### src/rtl/rgb_to_hsv_convert_unit_assert.svh
// Assertion macros used by the converter's top-level RTL file.
// Both macros sample on clk_i and are disabled while rst_ni is low.
`ifndef RGB_TO_HSV_CONVERT_UNIT_ASSERT_SVH
`define RGB_TO_HSV_CONVERT_UNIT_ASSERT_SVH

`ifndef NO_ASSERTIONS

`define RHC_ASSERT_NOW(lbl, ante, cons) \
  lbl: assert property (@(posedge clk_i) disable iff (!rst_ni) (ante) |-> (cons)) \
    else $error("rhc assertion failed");

`define RHC_ASSERT_NEXT(lbl, ante, cons) \
  lbl: assert property (@(posedge clk_i) disable iff (!rst_ni) (ante) |=> (cons)) \
    else $error("rhc assertion failed");

`else

`define RHC_ASSERT_NOW(lbl, ante, cons)

`define RHC_ASSERT_NEXT(lbl, ante, cons)

`endif

`endif

### src/rtl/rhc_pkg.sv
package rhc_pkg;

  localparam int CHAN_W = 8;
  localparam int HUE_W  = 15;
  localparam int SAT_W  = 17;

  // Hue sector numerator before scaling: t is at most 6 * 255.
  localparam int SECT_W = 11;
  // 60 * t fits in 17 bits.
  localparam int HNUM_W = 17;

  localparam int HUE_SECTOR_DEG = 60;

  typedef struct packed {
    logic [CHAN_W-1:0] mx;
    logic [CHAN_W-1:0] delta;
  } rhc_side_t;

  typedef struct packed {
    rhc_side_t         side;
    logic [SECT_W-1:0] sect;
  } rhc_front_t;

endpackage

### src/rtl/rhc_if.sv
interface rhc_pix_if;
  import rhc_pkg::*;

  logic              valid;
  logic              ready;
  logic [CHAN_W-1:0] red;
  logic [CHAN_W-1:0] green;
  logic [CHAN_W-1:0] blue;

  modport source (output valid, output red, output green, output blue, input ready);
  modport sink   (input valid, input red, input green, input blue, output ready);
endinterface

interface rhc_res_if;
  import rhc_pkg::*;

  logic              valid;
  logic              ready;
  logic [HUE_W-1:0]  hue_q;
  logic [SAT_W-1:0]  sat_q;
  logic [CHAN_W-1:0] value_out;

  modport source (output valid, output hue_q, output sat_q, output value_out, input ready);
  modport sink   (input valid, input hue_q, input sat_q, input value_out, output ready);
endinterface

### src/rtl/rgb_to_hsv_convert_unit.sv
// A front register feeds the two restoring dividers, at most DIV_STEPS quotient bits
//   per stage, with NW = max(8 + SAT_FRAC_BITS, 17 + HUE_FRAC_BITS) numerator bits.
// Throughput: one pixel per clock while res_o.ready is high.
// Every stage is a register with its own valid; depth is set by the dividers.
// Reset (rst_ni low, asynchronous) clears all valid bits; data registers are not reset.
`include "rgb_to_hsv_convert_unit_assert.svh"

module rgb_to_hsv_convert_unit #(
  parameter int HUE_FRAC_BITS = 6,
  parameter int SAT_FRAC_BITS = 16,
  parameter int DIV_STEPS     = 4
) (
  input  logic       clk_i,
  input  logic       rst_ni,
  rhc_pix_if.sink    pix_i,
  rhc_res_if.source  res_o
);
  import rhc_pkg::*;

  // Both dividers share one numerator width so they line up stage for stage.
  localparam int SAT_NW = CHAN_W + SAT_FRAC_BITS;
  localparam int HUE_NW = HNUM_W + HUE_FRAC_BITS;
  localparam int NW     = (SAT_NW > HUE_NW) ? SAT_NW : HUE_NW;
  localparam int WW     = NW + CHAN_W;
  localparam int NSTG   = (NW + DIV_STEPS - 1) / DIV_STEPS;
  localparam int DEPTH  = NSTG + 1;
  localparam int CNT_W  = $clog2(DEPTH + 1);

  // The front stage finds the maximum, delta and the hue sector numerator.
  logic       front_valid;
  rhc_front_t front;

  // Boundary k feeds divider stage k; boundary NSTG is the result register.
  logic          stg_valid [NSTG+1];
  logic          stg_ready [NSTG+1];
  rhc_side_t     stg_side  [NSTG+1];
  logic [WW-1:0] stg_wsat  [NSTG+1];
  logic [WW-1:0] stg_whue  [NSTG+1];

  logic [HNUM_W-1:0] hue_num;

  rhc_front u_front (
    .clk_i   (clk_i),
    .rst_ni  (rst_ni),
    .valid_i (pix_i.valid),
    .ready_o (pix_i.ready),
    .red_i   (pix_i.red),
    .green_i (pix_i.green),
    .blue_i  (pix_i.blue),
    .valid_o (front_valid),
    .ready_i (stg_ready[0]),
    .front_o (front)
  );

  // Hue numerator is 60 times the sector value, scaled by the fraction bits;
  // the saturation numerator is delta scaled likewise. Remainders start at zero.
  assign hue_num      = HNUM_W'(front.sect) * HNUM_W'(HUE_SECTOR_DEG);
  assign stg_valid[0] = front_valid;
  assign stg_side[0]  = front.side;
  assign stg_wsat[0]  = {{CHAN_W{1'b0}}, NW'(front.side.delta) << SAT_FRAC_BITS};
  assign stg_whue[0]  = {{CHAN_W{1'b0}}, NW'(hue_num) << HUE_FRAC_BITS};

  for (genvar s = 0; s < NSTG; s++) begin : g_div
    localparam int LEFT    = NW - s * DIV_STEPS;
    localparam int STEPS_S = (LEFT < DIV_STEPS) ? LEFT : DIV_STEPS;

    rhc_div_stage #(
      .NW    (NW),
      .STEPS (STEPS_S)
    ) u_stage (
      .clk_i   (clk_i),
      .rst_ni  (rst_ni),
      .valid_i (stg_valid[s]),
      .ready_o (stg_ready[s]),
      .side_i  (stg_side[s]),
      .wsat_i  (stg_wsat[s]),
      .whue_i  (stg_whue[s]),
      .valid_o (stg_valid[s+1]),
      .ready_i (stg_ready[s+1]),
      .side_o  (stg_side[s+1]),
      .wsat_o  (stg_wsat[s+1]),
      .whue_o  (stg_whue[s+1])
    );
  end

  // A grey pixel divides by zero in the hue lane; its hue and saturation are
  // forced to zero here. Quotients are cut to the field widths.
  logic grey;

  assign grey             = (stg_side[NSTG].delta == '0);
  assign stg_ready[NSTG]  = res_o.ready;
  assign res_o.valid      = stg_valid[NSTG];
  assign res_o.value_out  = stg_side[NSTG].mx;
  assign res_o.hue_q      = grey ? '0 : stg_whue[NSTG][HUE_W-1:0];
  assign res_o.sat_q      = grey ? '0 : stg_wsat[NSTG][SAT_W-1:0];

  // Number of requests inside the pipeline, for the checks below.
  logic [CNT_W-1:0] inflight_d, inflight_q;
  logic             pix_take, res_take;

  assign pix_take = pix_i.valid && pix_i.ready;
  assign res_take = res_o.valid && res_o.ready;

  always_comb begin
    inflight_d = inflight_q;
    if (pix_take && !res_take) begin
      inflight_d = inflight_q + CNT_W'(1);
    end else if (!pix_take && res_take) begin
      inflight_d = inflight_q - CNT_W'(1);
    end
  end

  always_ff @(posedge clk_i or negedge rst_ni) begin
    if (!rst_ni) begin
      inflight_q <= '0;
    end else begin
      inflight_q <= inflight_d;
    end
  end

  // The pipeline never holds more requests than it has stages.
  `RHC_ASSERT_NOW(a_inflight_bound, 1'b1, inflight_q <= CNT_W'(DEPTH))
  // A result can only be shown while some request is inside.
  `RHC_ASSERT_NOW(a_result_has_source, res_o.valid, inflight_q != '0)
  // Input backpressure only arises from a stalled result.
  `RHC_ASSERT_NOW(a_stall_origin, !pix_i.ready, res_o.valid && !res_o.ready)
  // A black pixel has no hue and no saturation.
  `RHC_ASSERT_NOW(a_black_pixel, res_o.valid && (res_o.value_out == '0),
                  (res_o.hue_q == '0) && (res_o.sat_q == '0))

endmodule

### src/rtl/rhc_front.sv
module rhc_front (
  input  logic                        clk_i,
  input  logic                        rst_ni,
  input  logic                        valid_i,
  output logic                        ready_o,
  input  logic [rhc_pkg::CHAN_W-1:0]  red_i,
  input  logic [rhc_pkg::CHAN_W-1:0]  green_i,
  input  logic [rhc_pkg::CHAN_W-1:0]  blue_i,
  output logic                        valid_o,
  input  logic                        ready_i,
  output rhc_pkg::rhc_front_t         front_o
);
  import rhc_pkg::*;

  logic              valid_q;
  rhc_front_t        front_d, front_q;
  logic              red_top, green_top;
  logic [CHAN_W-1:0] mx, mn;
  logic [SECT_W-1:0] r_w, g_w, b_w, d_w;

  // Red wins a tie for the maximum, then green.
  always_comb begin
    red_top   = (red_i >= green_i) && (red_i >= blue_i);
    green_top = !red_top && (green_i >= blue_i);
    if (red_top) begin
      mx = red_i;
    end else if (green_top) begin
      mx = green_i;
    end else begin
      mx = blue_i;
    end
    mn = red_i;
    if (green_i < mn) mn = green_i;
    if (blue_i < mn) mn = blue_i;

    r_w = SECT_W'(red_i);
    g_w = SECT_W'(green_i);
    b_w = SECT_W'(blue_i);
    d_w = SECT_W'(mx - mn);

    front_d.side.mx    = mx;
    front_d.side.delta = mx - mn;
    // Sector numerator in units of delta-sixths; always nonnegative and below 2^11.
    if (red_top) begin
      front_d.sect = (g_w - b_w) + ((green_i < blue_i) ? SECT_W'(6) * d_w : '0);
    end else if (green_top) begin
      front_d.sect = (b_w - r_w) + SECT_W'(2) * d_w;
    end else begin
      front_d.sect = (r_w - g_w) + SECT_W'(4) * d_w;
    end
  end

  assign ready_o = !valid_q || ready_i;

  always_ff @(posedge clk_i or negedge rst_ni) begin
    if (!rst_ni) begin
      valid_q <= 1'b0;
    end else if (ready_o) begin
      valid_q <= valid_i;
    end
  end

  always_ff @(posedge clk_i) begin
    if (valid_i && ready_o) begin
      front_q <= front_d;
    end
  end

  assign valid_o = valid_q;
  assign front_o = front_q;

endmodule

### src/rtl/rhc_div_stage.sv
module rhc_div_stage #(
  parameter int NW    = 24,
  parameter int STEPS = 4
) (
  input  logic                            clk_i,
  input  logic                            rst_ni,
  input  logic                            valid_i,
  output logic                            ready_o,
  input  rhc_pkg::rhc_side_t              side_i,
  input  logic [NW+rhc_pkg::CHAN_W-1:0]   wsat_i,
  input  logic [NW+rhc_pkg::CHAN_W-1:0]   whue_i,
  output logic                            valid_o,
  input  logic                            ready_i,
  output rhc_pkg::rhc_side_t              side_o,
  output logic [NW+rhc_pkg::CHAN_W-1:0]   wsat_o,
  output logic [NW+rhc_pkg::CHAN_W-1:0]   whue_o
);
  import rhc_pkg::*;

  localparam int WW = NW + CHAN_W;

  logic          valid_q;
  rhc_side_t     side_q;
  logic [WW-1:0] wsat_d, wsat_q, whue_d, whue_q;

  // Each word holds the partial remainder on top and the numerator bits not
  // yet consumed below; quotient bits shift in at the bottom.
  always_comb begin
    logic [CHAN_W-1:0] rs, rh;
    logic [NW-1:0]     ns, nh;
    logic [CHAN_W:0]   ps, ph;
    rs = wsat_i[WW-1:NW];
    ns = wsat_i[NW-1:0];
    rh = whue_i[WW-1:NW];
    nh = whue_i[NW-1:0];
    for (int i = 0; i < STEPS; i++) begin
      ps = {rs, ns[NW-1]};
      ph = {rh, nh[NW-1]};
      if (ps >= {1'b0, side_i.mx}) begin
        rs = CHAN_W'(ps - {1'b0, side_i.mx});
        ns = {ns[NW-2:0], 1'b1};
      end else begin
        rs = ps[CHAN_W-1:0];
        ns = {ns[NW-2:0], 1'b0};
      end
      if (ph >= {1'b0, side_i.delta}) begin
        rh = CHAN_W'(ph - {1'b0, side_i.delta});
        nh = {nh[NW-2:0], 1'b1};
      end else begin
        rh = ph[CHAN_W-1:0];
        nh = {nh[NW-2:0], 1'b0};
      end
    end
    wsat_d = {rs, ns};
    whue_d = {rh, nh};
  end

  assign ready_o = !valid_q || ready_i;

  always_ff @(posedge clk_i or negedge rst_ni) begin
    if (!rst_ni) begin
      valid_q <= 1'b0;
    end else if (ready_o) begin
      valid_q <= valid_i;
    end
  end

  always_ff @(posedge clk_i) begin
    if (valid_i && ready_o) begin
      side_q <= side_i;
      wsat_q <= wsat_d;
      whue_q <= whue_d;
    end
  end

  assign valid_o = valid_q;
  assign side_o  = side_q;
  assign wsat_o  = wsat_q;
  assign whue_o  = whue_q;

endmodule
### src/flat_wrapper.sv
// flat-port wrapper written by rule: the top's interface ports become plain ports
module rgb_to_hsv_convert_unit_flat import rhc_pkg::*;
#(
  parameter int HUE_FRAC_BITS = 6,
  parameter int SAT_FRAC_BITS = 16,
  parameter int DIV_STEPS     = 4
)
  (clk_i, rst_ni, pix_i_valid, pix_i_red, pix_i_green, pix_i_blue, pix_i_ready, res_o_valid, res_o_hue_q, res_o_sat_q, res_o_value_out, res_o_ready);
  rhc_pix_if pix_i_i ();
  rhc_res_if res_o_i ();
  input  logic clk_i;
  input  logic rst_ni;
  input wire logic [$bits(pix_i_i.valid)-1:0] pix_i_valid;
  input wire logic [$bits(pix_i_i.red)-1:0] pix_i_red;
  input wire logic [$bits(pix_i_i.green)-1:0] pix_i_green;
  input wire logic [$bits(pix_i_i.blue)-1:0] pix_i_blue;
  output wire logic [$bits(pix_i_i.ready)-1:0] pix_i_ready;
  output wire logic [$bits(res_o_i.valid)-1:0] res_o_valid;
  output wire logic [$bits(res_o_i.hue_q)-1:0] res_o_hue_q;
  output wire logic [$bits(res_o_i.sat_q)-1:0] res_o_sat_q;
  output wire logic [$bits(res_o_i.value_out)-1:0] res_o_value_out;
  input wire logic [$bits(res_o_i.ready)-1:0] res_o_ready;
  assign pix_i_i.valid = pix_i_valid;
  assign pix_i_i.red = pix_i_red;
  assign pix_i_i.green = pix_i_green;
  assign pix_i_i.blue = pix_i_blue;
  assign pix_i_ready = pix_i_i.ready;
  assign res_o_valid = res_o_i.valid;
  assign res_o_hue_q = res_o_i.hue_q;
  assign res_o_sat_q = res_o_i.sat_q;
  assign res_o_value_out = res_o_i.value_out;
  assign res_o_i.ready = res_o_ready;
  rgb_to_hsv_convert_unit #(.HUE_FRAC_BITS(HUE_FRAC_BITS), .SAT_FRAC_BITS(SAT_FRAC_BITS), .DIV_STEPS(DIV_STEPS)) u_core (.clk_i(clk_i), .rst_ni(rst_ni), .pix_i(pix_i_i), .res_o(res_o_i));
endmodule
### config.mk
export PLATFORM = sky130hd
export DESIGN_NAME = rgb_to_hsv_convert_unit_flat
export DESIGN_NICKNAME = d
export VERILOG_FILES = /design/src/rtl/rhc_pkg.sv /design/src/rtl/rhc_if.sv /design/src/rtl/rgb_to_hsv_convert_unit.sv /design/src/rtl/rhc_front.sv /design/src/rtl/rhc_div_stage.sv /design/src/flat_wrapper.sv
export VERILOG_INCLUDE_DIRS = /design/src /design/src/rtl
export SDC_FILE = /design/constraint.sdc
export NUM_CORES = 1
export LEC_CHECK = 0
export ABC_AREA = 1
export BUFFER_PORTS_ARGS = -buffer_cell sky130_fd_sc_hd__buf_4
export CAP_MARGIN = 10
export CORE_MARGIN = 8
export CORE_UTILIZATION = 40
export DETAILED_ROUTE_END_ITERATION = 6
export SETUP_SLACK_MARGIN = 0.5
export SLEW_MARGIN = 20
export SYNTH_ARGS = -nofsm -noshare
export SYNTH_HDL_FRONTEND = slang
export SYNTH_SLANG_ARGS = --single-unit
### constraint.sdc
create_clock -name clk_i -period 16 [get_ports clk_i]
set_input_delay 0.8 -clock clk_i [delete_from_list [all_inputs] [get_ports clk_i]]
set_output_delay 0.8 -clock clk_i [all_outputs]
set_load 0.05 [all_outputs]
## Word level (Yosys, flattened, before mapping)

Index checks and enable logic that the tools add are counted.

- Bits in registers: 482
- Output and inout port bits: 42
- Word-level logic and storage cells: 272

- $add $sub $neg: 54
- Multiply operators: 2
- Order comparisons: 54
- Mux-type cells: 103
- Reduce and logical (&&, ||, !) cells: 25

Operators with widths:

| kind | count |
|---|---|
| 9-bit by 8-bit greater-or-equal comparator with 1-bit output | 46 |
| 8-bit 2-to-1 mux | 50 |
| 8-bit subtractor | 45 |
| 1-bit 2-to-1 mux | 48 |
| 8-bit by 8-bit subtractor with 9-bit output | 4 |
| 11-bit 2-to-1 mux | 3 |
| 8-bit greater-or-equal comparator | 3 |
| 8-bit < comparator | 3 |
| 11-bit adder | 2 |
| 17-bit 2-to-1 mux | 1 |
| 11-bit by 4-bit multiplier with 15-bit output (second input constant) | 1 |
| 15-bit 2-to-1 mux | 1 |
| 9-bit by 10-bit adder with 11-bit output | 1 |
| 2-bit by 11-bit multiplier with 10-bit output (first input constant) | 1 |
| 1-bit logical AND | 9 |
| 1-bit by 8-bit greater-or-equal comparator with 1-bit output | 1 |
| 1-bit by 8-bit greater-or-equal comparator with 1-bit output (first input constant) | 1 |
| 1-bit zero test | 8 |
| 8-bit zero test | 1 |
| 1-bit by 8-bit subtractor with 8-bit output | 1 |
| 1-bit by 8-bit subtractor with 8-bit output (first input constant) | 1 |
| 1-bit logical OR | 7 |

## Depth between registers and ports, before layout

Gate-level depths: netlist of run 1.

- Word-level depth: 11
- Depth in mapped cells: 53
- Gate-level depth less buffers: 51

## Hierarchy

Synthesis of run 1 repeated with hierarchy kept, for this count alone.

- Cells, all modules: 5357
- Area total of the unflattened synthesis: 43890.8 µm²

By module, submodules not included:

| module | times used | cells each | area an instance (µm²) |
|---|---|---|---|
| rhc_div_stage (u_core.g_div[2].u_stage ...) | 3 | 743 | 6247.2 |
| rhc_div_stage (u_core.g_div[0].u_stage ...) | 2 | 740 | 6311.1 |
| rhc_div_stage (u_core.g_div[1].u_stage) | 1 | 753 | 6449.9 |
| rhc_front | 1 | 636 | 4501.8 |
| rgb_to_hsv_convert_unit | 1 | 259 | 1575.3 |

## Worst setup path after synthesis of run 1

No wires, ideal clock.

- Path type: input to register
- Start point: input pix_i_green[6]
- End point: register u_core.u_front.front_q, in the netlist u_core.u_front.front_o[10], data pin
- Setup time: 0.262 ns
- Data arrival time: 6.994 ns
- Data required time: 15.738 ns
- Path slack: 8.744 ns
- Stages on the path: 40
- Buffers on the path: 1
- Path through: inv_1 ha_1 a21o_1 a21oi_1 nand3_1 nand2_1 clkbuf_1 nand2_1 o21ai_0 ha_1 a21oi_1 nor2_1 a211oi_1 nand2_1 nand2_1 nand2_1 fa_1 xor2_1 (+4 left out) nor2_1 nor2_1 o21ai_0 inv_1 nor2_1 o21ai_0 nand2_1 xor2_1 nor2_1 ha_1 nand2_1 nor2_1 nand3_1 o2111ai_1 xnor2_1 or2_2 nand3_1 o21ai_0

RTL lines:

| item | line | text |
|---|---|---|
| start: declaration | flat_wrapper.sv:15 | `input wire logic [$bits(pix_i_i.green)-1:0] pix_i_green;` |
| end signal: assignment | rhc_front.sv:65 | `front_q <= front_d;` |
| end: declaration | rhc_front.sv:16 | `rhc_front_t front_d, front_q;` |

## Worst setup path in the final report of run 1

- Start point: register u_core.g_div[0].u_stage.side_q, in the netlist u_core.g_div[0].u_stage.side_o[9]
- End point: register u_core.g_div[1].u_stage.wsat_q[28], data pin

- Word-level cells in the longest chain between the ends: 8

RTL lines:

| item | line | text |
|---|---|---|
| start: declaration | rhc_div_stage.sv:23 | `rhc_side_t side_q;` |
| start signal: assignment | rhc_div_stage.sv:70 | `side_q <= side_i;` |
| 8-bit subtractor or 9-bit by 8-bit greater-or-equal comparator with 1-bit output (tied branches) | rhc_div_stage.sv:40, rhc_div_stage.sv:39 |  |
| 8-bit 2-to-1 mux | rhc_div_stage.sv:39 | `if (ps >= {1'b0, side_i.mx}) begin` |
| 8-bit subtractor or 9-bit by 8-bit greater-or-equal comparator with 1-bit output (tied branches) | rhc_div_stage.sv:40, rhc_div_stage.sv:39 |  |
| 8-bit 2-to-1 mux | rhc_div_stage.sv:39 |  |
| 8-bit subtractor or 9-bit by 8-bit greater-or-equal comparator with 1-bit output (tied branches) | rhc_div_stage.sv:40, rhc_div_stage.sv:39 |  |
| 8-bit 2-to-1 mux | rhc_div_stage.sv:39 |  |
| 8-bit subtractor or 9-bit by 8-bit greater-or-equal comparator with 1-bit output (tied branches) | rhc_div_stage.sv:40, rhc_div_stage.sv:39 |  |
| 8-bit 2-to-1 mux (*) | rhc_div_stage.sv:39 |  |
| net u_core.g_div[1].u_stage.wsat_d[28] | rhc_div_stage.sv:24 | `logic [WW-1:0] wsat_d, wsat_q, whue_d, whue_q;` |
| end signal: assignment | rhc_div_stage.sv:71 | `wsat_q <= wsat_d;` |
| end: declaration | rhc_div_stage.sv:24 |  |

The timed path passes the listed nets; every way through them passes the cells marked *.
A chain may end at the register's enable or synchronous reset.

==> flow_summary.yaml, run 1 <==
floorplanning:
  die_h_um: 304
  start_util_pct: 40.3
  core.rowCount: 105
  die_w_um: 304
  coreArea_um2: 82000
  io_pins: 70
  dieArea_um2: 92100
worst_setup_path:
  rr_endpoint: "u_core.g_div[1].u_stage.wsat_o[28]"
  r2r-start: "u_core.g_div[0].u_stage.side_o[9]"
  arrival_ps: 8570
  cp-start-kind: "flop"
  cp_slowest_cell: "edfxtp_1"
  crit_path_max_incr_delay_ps: 490
  crit_required_ps: 16420
  worstSetupPathType: "reg -> reg"
  rr_worst_depth: 49
  crit_path_max_fanout: 14
  endpoint_kind: "flop"
  worst-r2r-setup-slack_ps: 7850
  cp_common_cell: "nand2_1"
finish:
  final_cell_mix: "nand2_1, inv_1, ha_1, a21oi_1, edfxtp_1"
  drive_above_1_share_pct: 7.09
  final_common_cell: "nand2_1"
  syn_to_final_growth_pct: 9.28
  n_antenna_cell: 0
  fillers: 8224
  nNetsFinal: 4825
  fin_util_pct: 44.1
logic_synthesis:
  synth_area_leaders: "edfxtp_1, ha_1, nand2_1"
  yosys_register_bits: 315
  yosys.area.top_type: "edfxtp_1"
  syn_avg_cell_area_um2: 7.83
  ys_types: 71
  synth_area_um2: 33100
  synth_top_area_share_pct: 28.0
  synth_ff_type: "edfxtp_1"
  yosysWarnings: 0
  synth_edf_count: 308
  synthArstFlopShare_pct: 2.22
  syn_inst: 4222
  yosysSeqAreaShare_pct: 28.5
sta:
  fin_tns_setup_ps: 0
  fin_skew_ps: 32.1
  tightest_slew_ps: 1040
  final_max_slew_viol_count: 0
  hold_ws_ps: 34.9
  relSlewSlack_pct: 30.1
  fmax_ghz: 0.123
  setup_violations: 0
  hold_violations: 0
  fin_crit_sh_pct: 50.9
  rsz0062_at_grt: "false"
  min_period_ps: 8150
clock_network:
  ctsHtreeMaxLevel: 2
  post-cts-setup-buffers: 0
  ctsHoldBuffers: 0
  cts.repair.resized: 0
  cts-root-buf: "clkbuf_16"
  numCtsBuffers: 42
  cts_sinks: 315
  cts_tree: "built"
  clk_path_buf_depth: 3
  clock_latency_ps: 580
  clk_pin_slew_ps: 60
global_route:
  grtUsageTotal_pct: 16.8
  grt_pass1_wl_mm: 130
  overflow: 0
  grt_pass1_vias: 26400
  antenna_found_initial: 0
  grt_max_degree: 57
drt:
  wl_per_cell_um: 14.4
  drc: 0
  drt-initial-drc-count: 1644
  drt_pre_antenna_iters: 6
  via_per_inst: 5.02
  vias: 27100
  drt_wl_total_mm: 77.8
  ant_nets: 0
flow_run:
  drv_cap: 0
worst_hold_path:
  hold_class: "in -> async"
place:
  gp_congestion: 0.909
  io_buffer_count: 69
  dpl.hpwl_mm: 62.2
status:
  status: "completed"
[worst max path at each step]
stage,slack (ps),cells after the start,from,endpoint
5_1_grt,6800,49,u_core.g_div[0].u_stage.side_o[9],u_core.g_div[1].u_stage.wsat_o[29]
3_3_place_gp,8090,39,u_core.u_front.front_o[3],u_core.g_div[0].u_stage.whue_o[31]
4_1_cts,7840,49,u_core.g_div[0].u_stage.side_o[9],u_core.g_div[1].u_stage.wsat_o[28]
6_report,7850,49,u_core.g_div[0].u_stage.side_o[9],u_core.g_div[1].u_stage.wsat_o[28]
3_5_place_dp,7880,49,u_core.g_div[0].u_stage.side_o[9],u_core.g_div[1].u_stage.wsat_o[30]
2_1_floorplan,8740,40,pix_i_green[6],u_core.u_front.front_o[10]
[layout make-up]
cell class	instances	area [um2]	area share, %
clock buffer	48	1100	3.06
clock inverter	28	303	0.838
inverter	667	2530	6.99
multi-input combinational	3194	20800	57.7
sequential	315	9420	26.1
tap	1070	1340	3.71
timing repair buffer	79	593	1.64
[worst max-delay path, delay by kind of cell (launching register included)]
kind | cells | cell delay [ps]
simple gates | 28 | 3090
buf+inv | 5 | 1070
flops | 1 | 490
compound gates | 12 | 2130
fa+ha+maj | 4 | 1210
[cell usage after synthesis (all sizes together), types with 3 or more instances]
master    n
inv     666
and2      5
o31ai     4
a21boi    5
nor2    289
nand4    53
a21oi   347
nand3b   12
o21a      6
edfxtp  308
a21o     17
xor2    190
xnor2   106
or2      36
a221o     3
a31oi    14
a221oi    6
o311ai   14
o21bai   30
dfrtp     7
buf      38
a211oi    9
o211ai   21
a41oi     4
nand3   252
o21ai   244
nor4     12
nand2   952
clkbuf   10
ha      443
nor3     52
fa       55
[flip-flops by register name, indices dropped and copies added, names as in the netlist]
name / flops
u_core.g_div.u_stage.valid_o: 6
u_core.u_front.valid_o: 1
u_core.g_div.u_stage.wsat_o: 85
u_core.u_front.front_o: 27
u_core.g_div.u_stage.whue_o: 100
u_core.g_div.u_stage.side_o: 96
[metal layers]
layer  global-route usage (%)  part of all wire [%]  vias up
met1                     22.2                    47    12300
met5                        0                     0        -
met4                     3.50                   1.9        0
met3                     2.00                   3.5       99
met2                     29.5                    47      399
li1                         -                     -    14300
[cells by family after synthesis]
group / after synthesis / share of synthesized area, %
AND/OR/NAND/NOR: 1668 / 22.3
flip-flops: 315 / 28.5
XOR/XNOR: 296 / 7.84
adder cells (fa/ha/maj): 498 / 20.1
AO/OA/AOI/OAI: 729 / 12.7
buffers and inverters: 715 / 8.55
other: 1 / 0.0113
[through the flow]
step,area [um2],worst slack (ps),instances
2_1_floorplan,33100,8740,4224
3_3_place_gp,34700,8090,5325
3_5_place_dp,34700,7880,5325
4_1_cts,36100,7840,5401
5_1_grt,36100,6800,5401
6_report,36100,7850,5401
Power of run 1 is not shown: default switching activity piles up to over one toggle a cycle in this logic, so the estimate is an artifact.
==> run 2: changes to the inputs <==
--- a/config.mk
+++ b/config.mk
@@ -6,7 +6,7 @@
 export SDC_FILE = /design/constraint.sdc
 export NUM_CORES = 1
 export LEC_CHECK = 0
-export ABC_AREA = 1
+export ABC_AREA = 0
 export BUFFER_PORTS_ARGS = -buffer_cell sky130_fd_sc_hd__buf_4
 export CAP_MARGIN = 10
 export CORE_MARGIN = 8
==> constraint.sdc (replaced) <==
create_clock -name clk_i -period 7.8 [get_ports clk_i]
set_input_delay 0.39 -clock clk_i [delete_from_list [all_inputs] [get_ports clk_i]]
set_output_delay 0.39 -clock clk_i [all_outputs]
set_load 0.05 [all_outputs]
==> run 2 against run 1 <==
Sequential cell count is the same. Utilization rose by 11 points. Final area up 25%. Wire length is 15% higher. Critical endpoint is now u_core.g_div[1].u_stage.whue_o[26]. Clock-buffer cell count unchanged. Via count up 5.0%. First-iteration DRC count shrank 13%.
==> flow_summary.yaml, run 2 <==
logic_synthesis:
  yosysWarnings: 0
  synth_top_area_share_pct: 28.0
  synthArstFlopShare_pct: 2.22
  syn_avg_cell_area_um2: 9.48
  synth_ff_type: "edfxtp_1"
  synth_area_um2: 33100
  yosys.area.top_type: "edfxtp_1"
  synth_common_cells: "ha_1, inv_1, edfxtp_1"
  yosysMostFrequentCell: "ha_1"
  syn_inst: 3488
  ys_types: 107
  synth_area_leaders: "edfxtp_1, ha_1, mux2_2"
  yosysSeqAreaShare_pct: 28.5
  yosys_register_bits: 315
  synth_edf_count: 308
drt:
  drt_wl_total_mm: 89.8
  wl_per_cell_um: 16.8
  ant_nets: 0
  drt-initial-drc-count: 1423
  via_per_inst: 5.34
  drt_pre_antenna_iters: 5
  drc: 0
  vias: 28500
sta:
  worst_slack_ps: 155
  relSlewSlack_pct: 31.9
  min_period_ps: 7650
  setup_violations: 0
  tightest_slew_ps: 1020
  fmax_ghz: 0.131
  hold_violations: 0
  final_max_slew_viol_count: 0
  fin_crit_sh_pct: 98.0
  rsz0062_at_grt: "true"
  fin_skew_ps: 15.5
  hold_ws_ps: 169
floorplanning:
  coreArea_um2: 82000
  io_pins: 70
  core.rowCount: 105
  dieArea_um2: 92100
  start_util_pct: 40.3
  die_h_um: 303
  die_w_um: 303
clock_network:
  cts-root-buf: "clkbuf_16"
  ctsHtreeMaxLevel: 2
  clock_latency_ps: 570
  cts_tree: "built"
  clk_path_buf_depth: 3
  cts_sinks: 315
  numCtsBuffers: 42
  clk_pin_slew_ps: 70
global_route:
  antenna_found_initial: 0
  grt_pass1_wl_mm: 142
  grtUsageTotal_pct: 18.5
  overflow: 0
  grt_pass1_vias: 28500
  grt_max_degree: 57
worst_setup_path:
  worst-r2r-setup-slack_ps: 150
  r2r-start: "u_core.g_div[0].u_stage.whue_o[27]"
  rr_worst_depth: 34
  cp_common_cell: "ha_4"
  crit_buf_inv: 3
  worstSetupPathType: "reg -> reg"
  arrival_ps: 7960
  crit_path_max_incr_delay_ps: 550
  rr_endpoint: "u_core.g_div[1].u_stage.whue_o[26]"
  endpoint_kind: "flop"
  cp_slowest_cell: "or4_4"
  critPathTopFamily: "compound AO/OA/AOI/OAI gates"
  crit_path_max_fanout: 6
  cp-start-kind: "flop"
  crit_required_ps: 8110
flow_run:
  drv_cap: 0
place:
  gp_congestion: 0.886
  pre_cts_slack_ps: -74.4
  post_dp_cell_area_um2: 38300
  io_buffer_count: 69
  dpl.hpwl_mm: 66.3
finish:
  final_common_cell: "buf_4"
  fin_util_pct: 54.9
  largest_reg_flops: 100
  n_antenna_cell: 0
  syn_to_final_growth_pct: 36.2
  final_cell_mix: "buf_4, ha_1, edfxtp_1, inv_1, nor2_1"
  drive_above_1_share_pct: 36.5
  nNetsFinal: 4754
  final_area_um2: 45000
worst_hold_path:
  hold_class: "in -> async"
status:
  status: "completed"
==> run 2: changes by cell type after synthesis, moves of 98 or more <==
cell and change:
mux2_2 +149, xor2_1 -98, nand3_1 -179, a21oi_1 -117
nand2_1 -755, inv_1 -308
==> run 2: routing by layer <==
layer  share of wire (%)  vias up  track usage (%)
met2                  50      441             33.4
met1                  45    13600             23.6
met4                 2.4        0             4.61
met5                   0        -                0
li1                    -    14300                -
met3                 2.8      160             1.91
==> run 2: worst max path at each step <==
| stage | from | endpoint | depth (start not counted) |
|---|---|---|---|
| final | u_core.g_div[0].u_stage.whue_o[27] | u_core.g_div[1].u_stage.whue_o[26] | 34 |
| after global routing | u_core.g_div[0].u_stage.whue_o[27] | u_core.g_div[1].u_stage.whue_o[26] | 38 |
| after CTS | u_core.g_div[0].u_stage.whue_o[27] | u_core.g_div[1].u_stage.whue_o[25] | 35 |
| after detailed placement | u_core.g_div[2].u_stage.side_o[12] | u_core.g_div[3].u_stage.wsat_o[25] | 30 |
| after global placement | u_core.g_div[2].u_stage.side_o[12] | u_core.g_div[3].u_stage.wsat_o[25] | 30 |
| after floorplan | u_core.g_div[4].u_stage.side_o[9] | u_core.g_div[5].u_stage.wsat_o[0] | 38 |
==> run 2: stage by stage <==
| step | TNS, ps | std cells |
|---|---|---|
| floorplan | 0 | 3490 |
| global placement | -109 | 4926 |
| detailed placement | -934 | 4926 |
| CTS | 0 | 5206 |
| global route | -378 | 5331 |
| finish | 0 | 5331 |
==> run 2: layout make-up <==
| type | count | area, um2 |
|---|---|---|
| fillers | 7023 | 36900 |
| multi-input cells | 2774 | 25700 |
| flip-flops and latches | 315 | 9420 |
| repair buffers | 745 | 5810 |
| inverters | 349 | 1350 |
| well taps | 1070 | 1340 |
| clock buffers | 48 | 1090 |
| clock inverters | 29 | 312 |
| repair inverters | 1 | 5.00 |
==> run 2: cell families after synthesis <==
logic type / share of synthesized area, %
AOI/OAI and AO/OA: 17.9
buffers and inverters: 4.86
adders and majority gates: 20.1
and+or+nand+nor: 13.9
muxes: 7.89
DFF: 28.5
xor gates and xnor gates: 6.77
other: 0.0113
==> run 2: repair_timing <==
action	CTS	global route
gates cloned	5	0
hold endpoints to repair	8	0
buffers inserted	196	125
pin swaps	187	238
hold buffers	2	0
resized for setup	224	346
setup endpoints to repair	89	90
Power of run 2 is left out for the same reason.
